`src/gsx_pkg.sv`:
```
// Package with the shared constants and word types of the grid subset-XOR-sum block.
`timescale 1ns / 1ps
`default_nettype none
package gsx_pkg;

  localparam int ROWS_DEF       = 16;
  localparam int COLS_DEF       = 16;
  localparam int VALUE_BITS_DEF = 60;
  localparam int FIELD_W        = 5;
  localparam int SUM_W          = 30;
  localparam logic [SUM_W-1:0] MODULUS = 30'd1000000007;

  localparam int CFG_AW = 3;
  localparam logic REG_ROWS = 1'b0;
  localparam logic REG_COLS = 1'b1;

  localparam logic ACT_SET   = 1'b0;
  localparam logic ACT_QUERY = 1'b1;

  typedef struct packed {
    logic               action;
    logic [FIELD_W-1:0] row;
    logic [FIELD_W-1:0] col;
    logic [59:0]        value;
    logic [FIELD_W-1:0] row_end;
    logic [FIELD_W-1:0] col_end;
  } in_word_t;

  typedef struct packed {
    logic [SUM_W-1:0] subset_xor_sum;
    logic             bad_range;
  } out_word_t;

endpackage
`default_nettype wire

```
`src/gsx_modshift.sv`:
```
// Modular unit: shifts bits into an accumulator as acc = 2*acc + bit mod p.
`timescale 1ns / 1ps
`default_nettype none
module gsx_modshift import gsx_pkg::*; #(
  parameter int DATA_W = VALUE_BITS_DEF,
  parameter int STEP_W = 9
) (
  input  wire logic              clk,
  input  wire logic              rst_n,
  input  wire logic              start,
  input  wire logic [DATA_W-1:0] operand,
  input  wire logic [STEP_W-1:0] steps,
  output logic                   done,
  output logic      [SUM_W-1:0]  result
);

  logic [SUM_W-1:0]  acc_r, acc_nxt;
  logic [DATA_W-1:0] sh_r, sh_nxt;
  logic [STEP_W-1:0] cnt_r, cnt_nxt;
  logic              busy_r, busy_nxt;
  logic              done_r, done_nxt;
  logic [SUM_W:0]    dbl;

  // Operand bits go in MSB first, then zeros: the total is operand * 2^(steps-DATA_W).
  assign dbl = {acc_r, sh_r[DATA_W-1]};

  always_comb begin
    acc_nxt  = acc_r;
    sh_nxt   = sh_r;
    cnt_nxt  = cnt_r;
    busy_nxt = busy_r;
    done_nxt = 1'b0;
    if (start) begin
      acc_nxt  = '0;
      sh_nxt   = operand;
      cnt_nxt  = steps;
      busy_nxt = 1'b1;
    end else if (busy_r) begin
      acc_nxt = (dbl >= {1'b0, MODULUS}) ? SUM_W'(dbl - {1'b0, MODULUS}) : dbl[SUM_W-1:0];
      sh_nxt  = {sh_r[DATA_W-2:0], 1'b0};
      cnt_nxt = cnt_r - STEP_W'(1);
      if (cnt_r == STEP_W'(1)) begin
        busy_nxt = 1'b0;
        done_nxt = 1'b1;
      end
    end
  end

  always_ff @(posedge clk) begin
    if (!rst_n) begin
      busy_r <= 1'b0;
      done_r <= 1'b0;
      cnt_r  <= '0;
    end else begin
      busy_r <= busy_nxt;
      done_r <= done_nxt;
      cnt_r  <= cnt_nxt;
    end
    acc_r <= acc_nxt;
    sh_r  <= sh_nxt;
  end

  assign done   = done_r;
  assign result = acc_r;

endmodule
`default_nettype wire
```
`config.mk`:
```
export PLATFORM = sky130hd
export DESIGN_NAME = gsx_modshift
export DESIGN_NICKNAME = d
export VERILOG_FILES = /design/src/gsx_pkg.sv /design/src/gsx_modshift.sv
export SDC_FILE = /design/constraint.sdc
export NUM_CORES = 1
export LEC_CHECK = 0
export BUFFER_PORTS_ARGS = -buffer_cell sky130_fd_sc_hd__buf_2
export CORE_MARGIN = 5
export CORE_UTILIZATION = 55
export CTS_BUF_LIST = sky130_fd_sc_hd__clkbuf_8
export DETAILED_ROUTE_END_ITERATION = 10
export PLACE_DENSITY = 0.84
export RECOVER_POWER = 100
export SLEW_MARGIN = 20
export SYNTH_ARGS = -nofsm -noshare
export SYNTH_HDL_FRONTEND = slang
export SYNTH_SLANG_ARGS = --single-unit
```
`constraint.sdc`:
```
create_clock -name clk -period 3.1 [get_ports clk]
set_clock_uncertainty 0.15 [all_clocks]
set_input_delay 0.775 -clock clk [delete_from_list [all_inputs] [get_ports clk]]
set_output_delay 0.775 -clock clk [all_outputs]
set_load 0.01 [all_outputs]
```
Word level (Yosys, flattened, before mapping)
Cells that the tools add are included.

word-level totals
  input bits = 72
  register bits after elaboration = 101
  word-level logic and storage cells = 22
  output and inout port bits = 31

cells by class
  mux-type cells = 9
  add/subtract/negate cells = 2
  equality and inequality tests = 1
  bitwise gates (word level) = 2
  reduce and logical (&&, ||, !) cells = 2
  order comparisons = 1

operators with widths
  kind                      number
  $mux W60                  2
  $ge A31 B30 Y1 const B    1
  $mux W30                  1
  $sub A30 B30 Y30 const B  1
  $mux W9                   2
  $eq A9 B1 Y1 const B      1
  $sub A9 B1 Y9 const B     1
  $mux W1                   4
  $reduce_or A3 Y1          1
  $not A1 Y1                2
  $reduce_bool A2 Y1        1

Logic depth before layout (Yosys ltp)
Gate-level depths: netlist (run 1).

  depth after elaboration = 4
  gate-level depth with buffers = 10
  depth with buffers taken out = 8

Worst setup path before layout (run 1)
Ideal clock, no wire load.

  path kind = input-to-reg
  from = input start
  to = register sh_r[0], enable pin
  path buffers = 1
  required time = 2.535 ns
  arrival time = 2.382 ns
  cell stages on the path = 3
  setup slack = 0.153 ns
  setup time = 0.415 ns
  cell sequence = clkbuf_1 nor2_1 inv_1

on the way
  word-level cells in the longest chain between the ends = 1

RTL lines
  what                          RTL line            RTL
  start, declared               gsx_modshift.sv:10  input wire logic start,
  $reduce_bool A2 Y1 (no line)  -
  end signal, assigned          gsx_modshift.sv:60  sh_r <= sh_nxt;
  end, declared                 gsx_modshift.sv:18  logic [DATA_W-1:0] sh_r, sh_nxt;

Every way passes these cells.
A chain may end at the register's enable or synchronous reset.

Worst setup path after layout (run 1)
  from = register acc_r[2], in the netlist result[2]
  to = register acc_r[2], in the netlist result[2]

on the way
  word-level cells in the longest chain between the ends = 2

RTL lines
  what                    RTL line            RTL
  start, declared         gsx_modshift.sv:17  logic [SUM_W-1:0] acc_r, acc_nxt;
  start signal, assigned  gsx_modshift.sv:59  acc_r <= acc_nxt;
  $ge A31 B30 Y1          gsx_modshift.sv:39  acc_nxt = (dbl >= {1'b0, MODULUS}) ? SUM_W'(dbl - {1'b0, MODULUS}) : dbl[SUM_W-1:0];
  $mux W30                gsx_modshift.sv:39

Every way passes these cells.

==> flow_summary.toml, run 1 <==
[final_layout]
final_cell_mix = "buf_2 (72), edfxtp_1 (60), mux2_2 (59)"
n_fill_cell = 753
multiInputGateArea_um2 = 2320
area_growth_pct = 13.7
final_nets = 630
final_common_cell = "buf_2"
seqCellArea_um2 = 2620
fin_cells = 671
finish.utilization_pct = 63.6
n_antenna_cell = 0
stdcell_area_um2 = 5850
post_route_cells_drive_above_1_share_pct = 28.7

[power_and_ir_drop]
pwr-share-comb_pct = 13.8
power_frac_clock_pct = 28.4
internal-power_w = 0.00206
sequentialPowerShare_pct = 57.8
p_sw_share_pct = 27.4
p_sw_w = 0.000775
power.density_nw_per_um2 = 484
vdd_drop_max_mv = 0.290
p_leak_nw = 2.20

[clocking]
cts.sinks = 101
htree_levels = 3
cts_setup_buffers = 0
postCtsHoldBufs = 0
cts_root_buf = "clkbuf_8"
cts_buffers = 9
cts_tree = "done"
ctsLongestPathBuffers = 2
clock_latency_ns = 0.37
cts_resized = 0
path_clk_slew_ns = 0.10

[detailed_routing]
route.met2.wl_um = 5660
drt_first_pass_iters = 4
top_layer = "met4"
drtIter0Drc = 290
wl_per_cell_um = 17.4
postRouteAntennaNets = 0
routed_wl_um = 11700
met3WireLength_um = 897
via_count = 4062
drt-met1-wl_um = 4930
vias_per_cell = 6.05
drc = 0

[hold_path]
hp-class = "flop to flop"

[synth]
postSynthAreaPerCell_um2 = 11.0
synth_cell_type_count = 56
synthFlopType = "edfxtp_1"
async_flop_share_pct = 0
synth.ff_latch_count = 101
synth-edff-count = 60
netlist_instances = 468
syn-cell-area_um2 = 5150
syn_nets = 543
yosysWarningCount = 0
yosysSeqAreaShare_pct = 51.0

[sta]
tightest_slew_ns = 0.938
slew_headroom_pct = 37.5
hold_viol_final = 0
rsz0062_at_grt = "no"
finalCritPeriodShare_pct = 93.4
max_freq_mhz = 345
fin_crit_ns = 2.90
finalMaxSlewViolations = 0
setup_viol = 0
tns_ns = 0
fin_ws_ns = 0.205

[grt]
grt_max_degree = 76
grt_pass1_wl_um = 18800
grt-ovfl-total = 0
grt_pass1_vias = 3918
track_usage_pct = 20.5
antenna_found_initial = 0

[critical_path]
arrival_ns = 3.00
cp_max_fo = 34
crit_path_start_kind = "flop"
cp.required_ns = 3.21
cp-end-kind = "flop"
path_class = "flop to flop"

[place]
pre_cts_ws_ns = 0.307
port_buffers = 102
place_inst = 655
gp_congestion = 0.936
dp_hpwl_um = 8210
place_area_um2 = 5740

[floorplan]
rows = 35
fp.dieW_um = 107
start_util_pct = 56.0
die_y_um = 107
num_io_pins = 103
core_um2 = 9200
die_area_um2 = 11400

[run_status]
status = "completed"

[run]
drv_cap = 0
## worst paths after layout
path	cells after the start	to	slack (ns)	startpoint
setup / recovery	7	result[2]	0.20	result[2]
hold / removal	2	result[0]	0.39	result[0]
setup reg to reg	7	result[2]	0.20	result[2]
hold reg to reg	2	result[0]	0.39	result[0]
## layout make-up
class	count	area share, %
well taps	111	2.37
clock buffers	9	2.12
inverters	10	0.642
clock inverters	7	1.07
multi-input cells	321	39.6
repair buffers	112	9.39
flip-flops and latches	101	44.8
## per-layer routing
layer  track usage (%)  vias to the layer above
met5                 0                        -
met1              26.6                     1936
met3              5.42                       20
met4              7.67                        0
met2              33.0                      148
li1                  -                     1958
## power by group through the flow
stage / sequential [W] / clock (W) / combinational, W
3_3_place_gp: 0.00165 / 0 / 0.000385
6_report: 0.00164 / 0.000804 / 0.000391
3_5_place_dp: 0.00166 / 0 / 0.000402
2_1_floorplan: 0.00164 / 0 / 0.000278
4_1_cts: 0.00163 / 0.000817 / 0.000404
5_1_grt: 0.00165 / 0.000884 / 0.000428
## cell families (layout without fill, tap and decap cells)
group	Yosys count	after routing	synth area share, %
adder cells (fa/ha/maj)	3	3	0.729
multiplexers	66	66	14.3
buffers and inverters	46	138	3.96
AND/OR/NAND/NOR	145	145	14.6
XOR/XNOR	13	13	2.21
AO/OA/AOI/OAI	94	94	13.3
flip-flops	101	101	51.0
## flip-flops by register name, indices dropped and copies added, names as in the netlist
name,flops
result,30
sh_r,60
done,1
cnt_r,9
busy_r,1
## per-stage QoR
stage	hold slack [ns]	power, W
floorplan	0.370	0.00192
global placement	0.368	0.00204
detailed placement	0.386	0.00206
CTS	0.402	0.00285
global route	0.425	0.00296
finish	0.395	0.00283
## critical path, cell delays in order, from the launching register on
cell and delay (ns):
dfxtp_1 0.38, or4_1 0.65, or4_4 0.56, a21o_1 0.27
a21oi_4 0.19, buf_12 0.20, nor4_1 0.07, a311o_1 0.33
## Yosys cell counts (4+ instances only)
library cell	number	area, um2
a211oi_1	8	60.1
a21o_1	4	30.0
a21oi_1	13	65.1
a311oi_1	8	70.1
a31oi_1	5	31.3
a32oi_1	8	70.1
and2_1	7	43.8
and3_1	5	31.3
clkbuf_1	30	113
dfxtp_1	41	821
edfxtp_1	60	1800
inv_1	10	37.5
mux2_2	59	664
mux2i_1	7	70.1
nand2_1	24	90.1
nand3_1	20	100
nand4_1	5	31.3
nor2_1	37	139
nor3_1	9	45.0
nor4_1	7	43.8
o211ai_1	6	45.0
o21a_1	4	30.0
o21ai_0	13	65.1
o31ai_1	4	30.0
or3_1	9	56.3
or4_1	9	67.6
xnor2_1	7	61.3
xor2_1	6	52.6
(Power assumes the default switching activity.)
==> inputs of run 2 (changes only) <==
BUFFER_PORTS_ARGS = -buffer_cell sky130_fd_sc_hd__buf_4   (was -buffer_cell sky130_fd_sc_hd__buf_2)
CELL_PAD_IN_SITES_DETAIL_PLACEMENT = 0   (was unset)
CELL_PAD_IN_SITES_GLOBAL_PLACEMENT = 1   (was unset)
CORE_UTILIZATION = 45   (was 55)
PLACE_DENSITY = 0.87   (was 0.84)
RECOVER_POWER = 25   (was 100)
==> flow_summary.toml, run 2 (synthesis gave the netlist of run 1 again) <==
[detailed_routing]
drtIter0Drc = 362
routed_wl_um = 12400
vias_per_cell = 5.73
wl_per_cell_um = 17.3
drc = 0
postRouteAntennaNets = 0
drt_first_pass_iters = 5
via_count = 4099

[final_layout]
largest_reg_flops = 60
n_antenna_cell = 0
regMostFlops = "sh_r"
fin_cells = 715
final_common_cell = "buf_4"
final_cell_mix = "buf_4 (118), edfxtp_1 (60), mux2_2 (59)"
area_growth_pct = 21.9
final_nets = 642
post_route_cells_drive_above_1_share_pct = 35.7
finish.utilization_pct = 55.4

[sta]
rsz0062_at_grt = "no"
slew_headroom_pct = 6.97
fin_crit_ns = 2.80
tns_ns = 0
setup_viol = 0
tightest_slew_ns = 1.40
finalMaxSlewViolations = 0
max_freq_mhz = 357
hold_viol_final = 0
finalCritPeriodShare_pct = 90.3

[hold_path]
hp-start = "result[0]"
hp-class = "flop to flop"

[power_and_ir_drop]
power.density_nw_per_um2 = 471
p_leak_nw = 2.44
total_power_w = 0.00295
vdd_drop_max_mv = 0.311

[critical_path]
cp_max_fo = 7
r2r-start = "result[3]"
cpPeakStageDelay_ns = 0.57
cp_slowest_cell = "or4_4"
path_buf_inv = 1
critPathLaunch = "result[3]"
rrSetupSlack_ns = 0.30
arrival_ns = 2.92
cpMostUsedCell = "or4_4"
path_class = "flop to flop"
cp.required_ns = 3.22
crit_chain = "or4_4 > or4_4 > a21o_1 > a21oi_4 > buf_4 > nor4_1 > a311o_1"
crit_path_start_kind = "flop"
cp_top_family = "simple AND/OR/NAND/NOR gates"
cp-end-kind = "flop"

[clocking]
cts_root_buf = "clkbuf_8"
path_clk_slew_ns = 0.10
ctsLongestPathBuffers = 2
cts_buffers = 9
htree_levels = 3
cts_tree = "done"
clock_latency_ns = 0.37
cts.sinks = 101
cts_resized = 0

[grt]
grt_max_degree = 52
use_met2_pct = 30.5
track_usage_pct = 18.4
grt_use_met3_pct = 6.38
grt_use_met1_pct = 22.4
grt_pass1_vias = 4046
grt-ovfl-total = 0
grt_pass1_wl_um = 19700
busiest_layer = "met2"
antenna_found_initial = 0

[floorplan]
die_area_um2 = 13700
start_util_pct = 45.5
num_io_pins = 103
fp.dieW_um = 117
rows = 39
die_y_um = 117
core_um2 = 11300

[run_status]
status = "completed"

[place]
dp_hpwl_um = 8890
place_inst = 696
gp_congestion = 0.924
port_buffers = 102

[run]
drv_cap = 0
[run 2: layout make-up]
| cell class | count | area, um2 |
|---|---|---|
| Clock buffer | 9 | 124 |
| Tap cell | 143 | 179 |
| Sequential cell | 101 | 2620 |
| Timing Repair Buffer | 124 | 912 |
| Multi-Input combinational cell | 321 | 2320 |
| Clock inverter | 7 | 78.8 |
| Fill cell | 1007 | 5050 |
| Inverter | 10 | 37.5 |
[run 2: layer usage]
layer,share of wire (%),vias up
li1,-,1980
met1,42,1956
met2,48,140
met3,7.8,23
met4,1.9,0
met5,0,-
[run 2: worst reg2reg max path: cells and delay by family (launching register included)]
family          cells  cell delay [ns]
simple gates        3             1.16
buf+inv             1             0.19
compound gates      3             0.81
flops               1             0.37
[run 2: report_power, final]
group | leakage [nW] | total, W | internal [W] | switching, W
clock network | 0.103 | 0.000880 | 0.000385 | 0.000495
registers | 0.939 | 0.00163 | 0.00156 | 0.0000700
logic | 1.39 | 0.000446 | 0.000234 | 0.000212
total | 2.44 | 0.00295 | 0.00218 | 0.000777
[run 2: final timing paths]
path | end | depth (start not counted)
worst min-delay path | result[0] | 2
worst min register to register | result[0] | 2
worst max-delay path | result[2] | 7
worst max register to register | result[2] | 7
[run 2: per-stage QoR]
| step | hold WS, ns | setup WS [ns] | instance area (um2) |
|---|---|---|---|
| after floorplan | 0.370 | 0.153 | 5150 |
| after detailed placement | 0.384 | 0.161 | 6070 |
| after global placement | 0.373 | 0.211 | 6070 |
| after global routing | 0.425 | 0.138 | 6270 |
| after CTS | 0.401 | 0.121 | 6270 |
| final | 0.394 | 0.301 | 6270 |
[run 2: timing repair]
| action | in CTS | in global routing |
|---|---|---|
| hold buffers | 0 | 0 |
| setup endpoints to repair | 0 | 4 |
| buffers inserted | 0 | 3 |
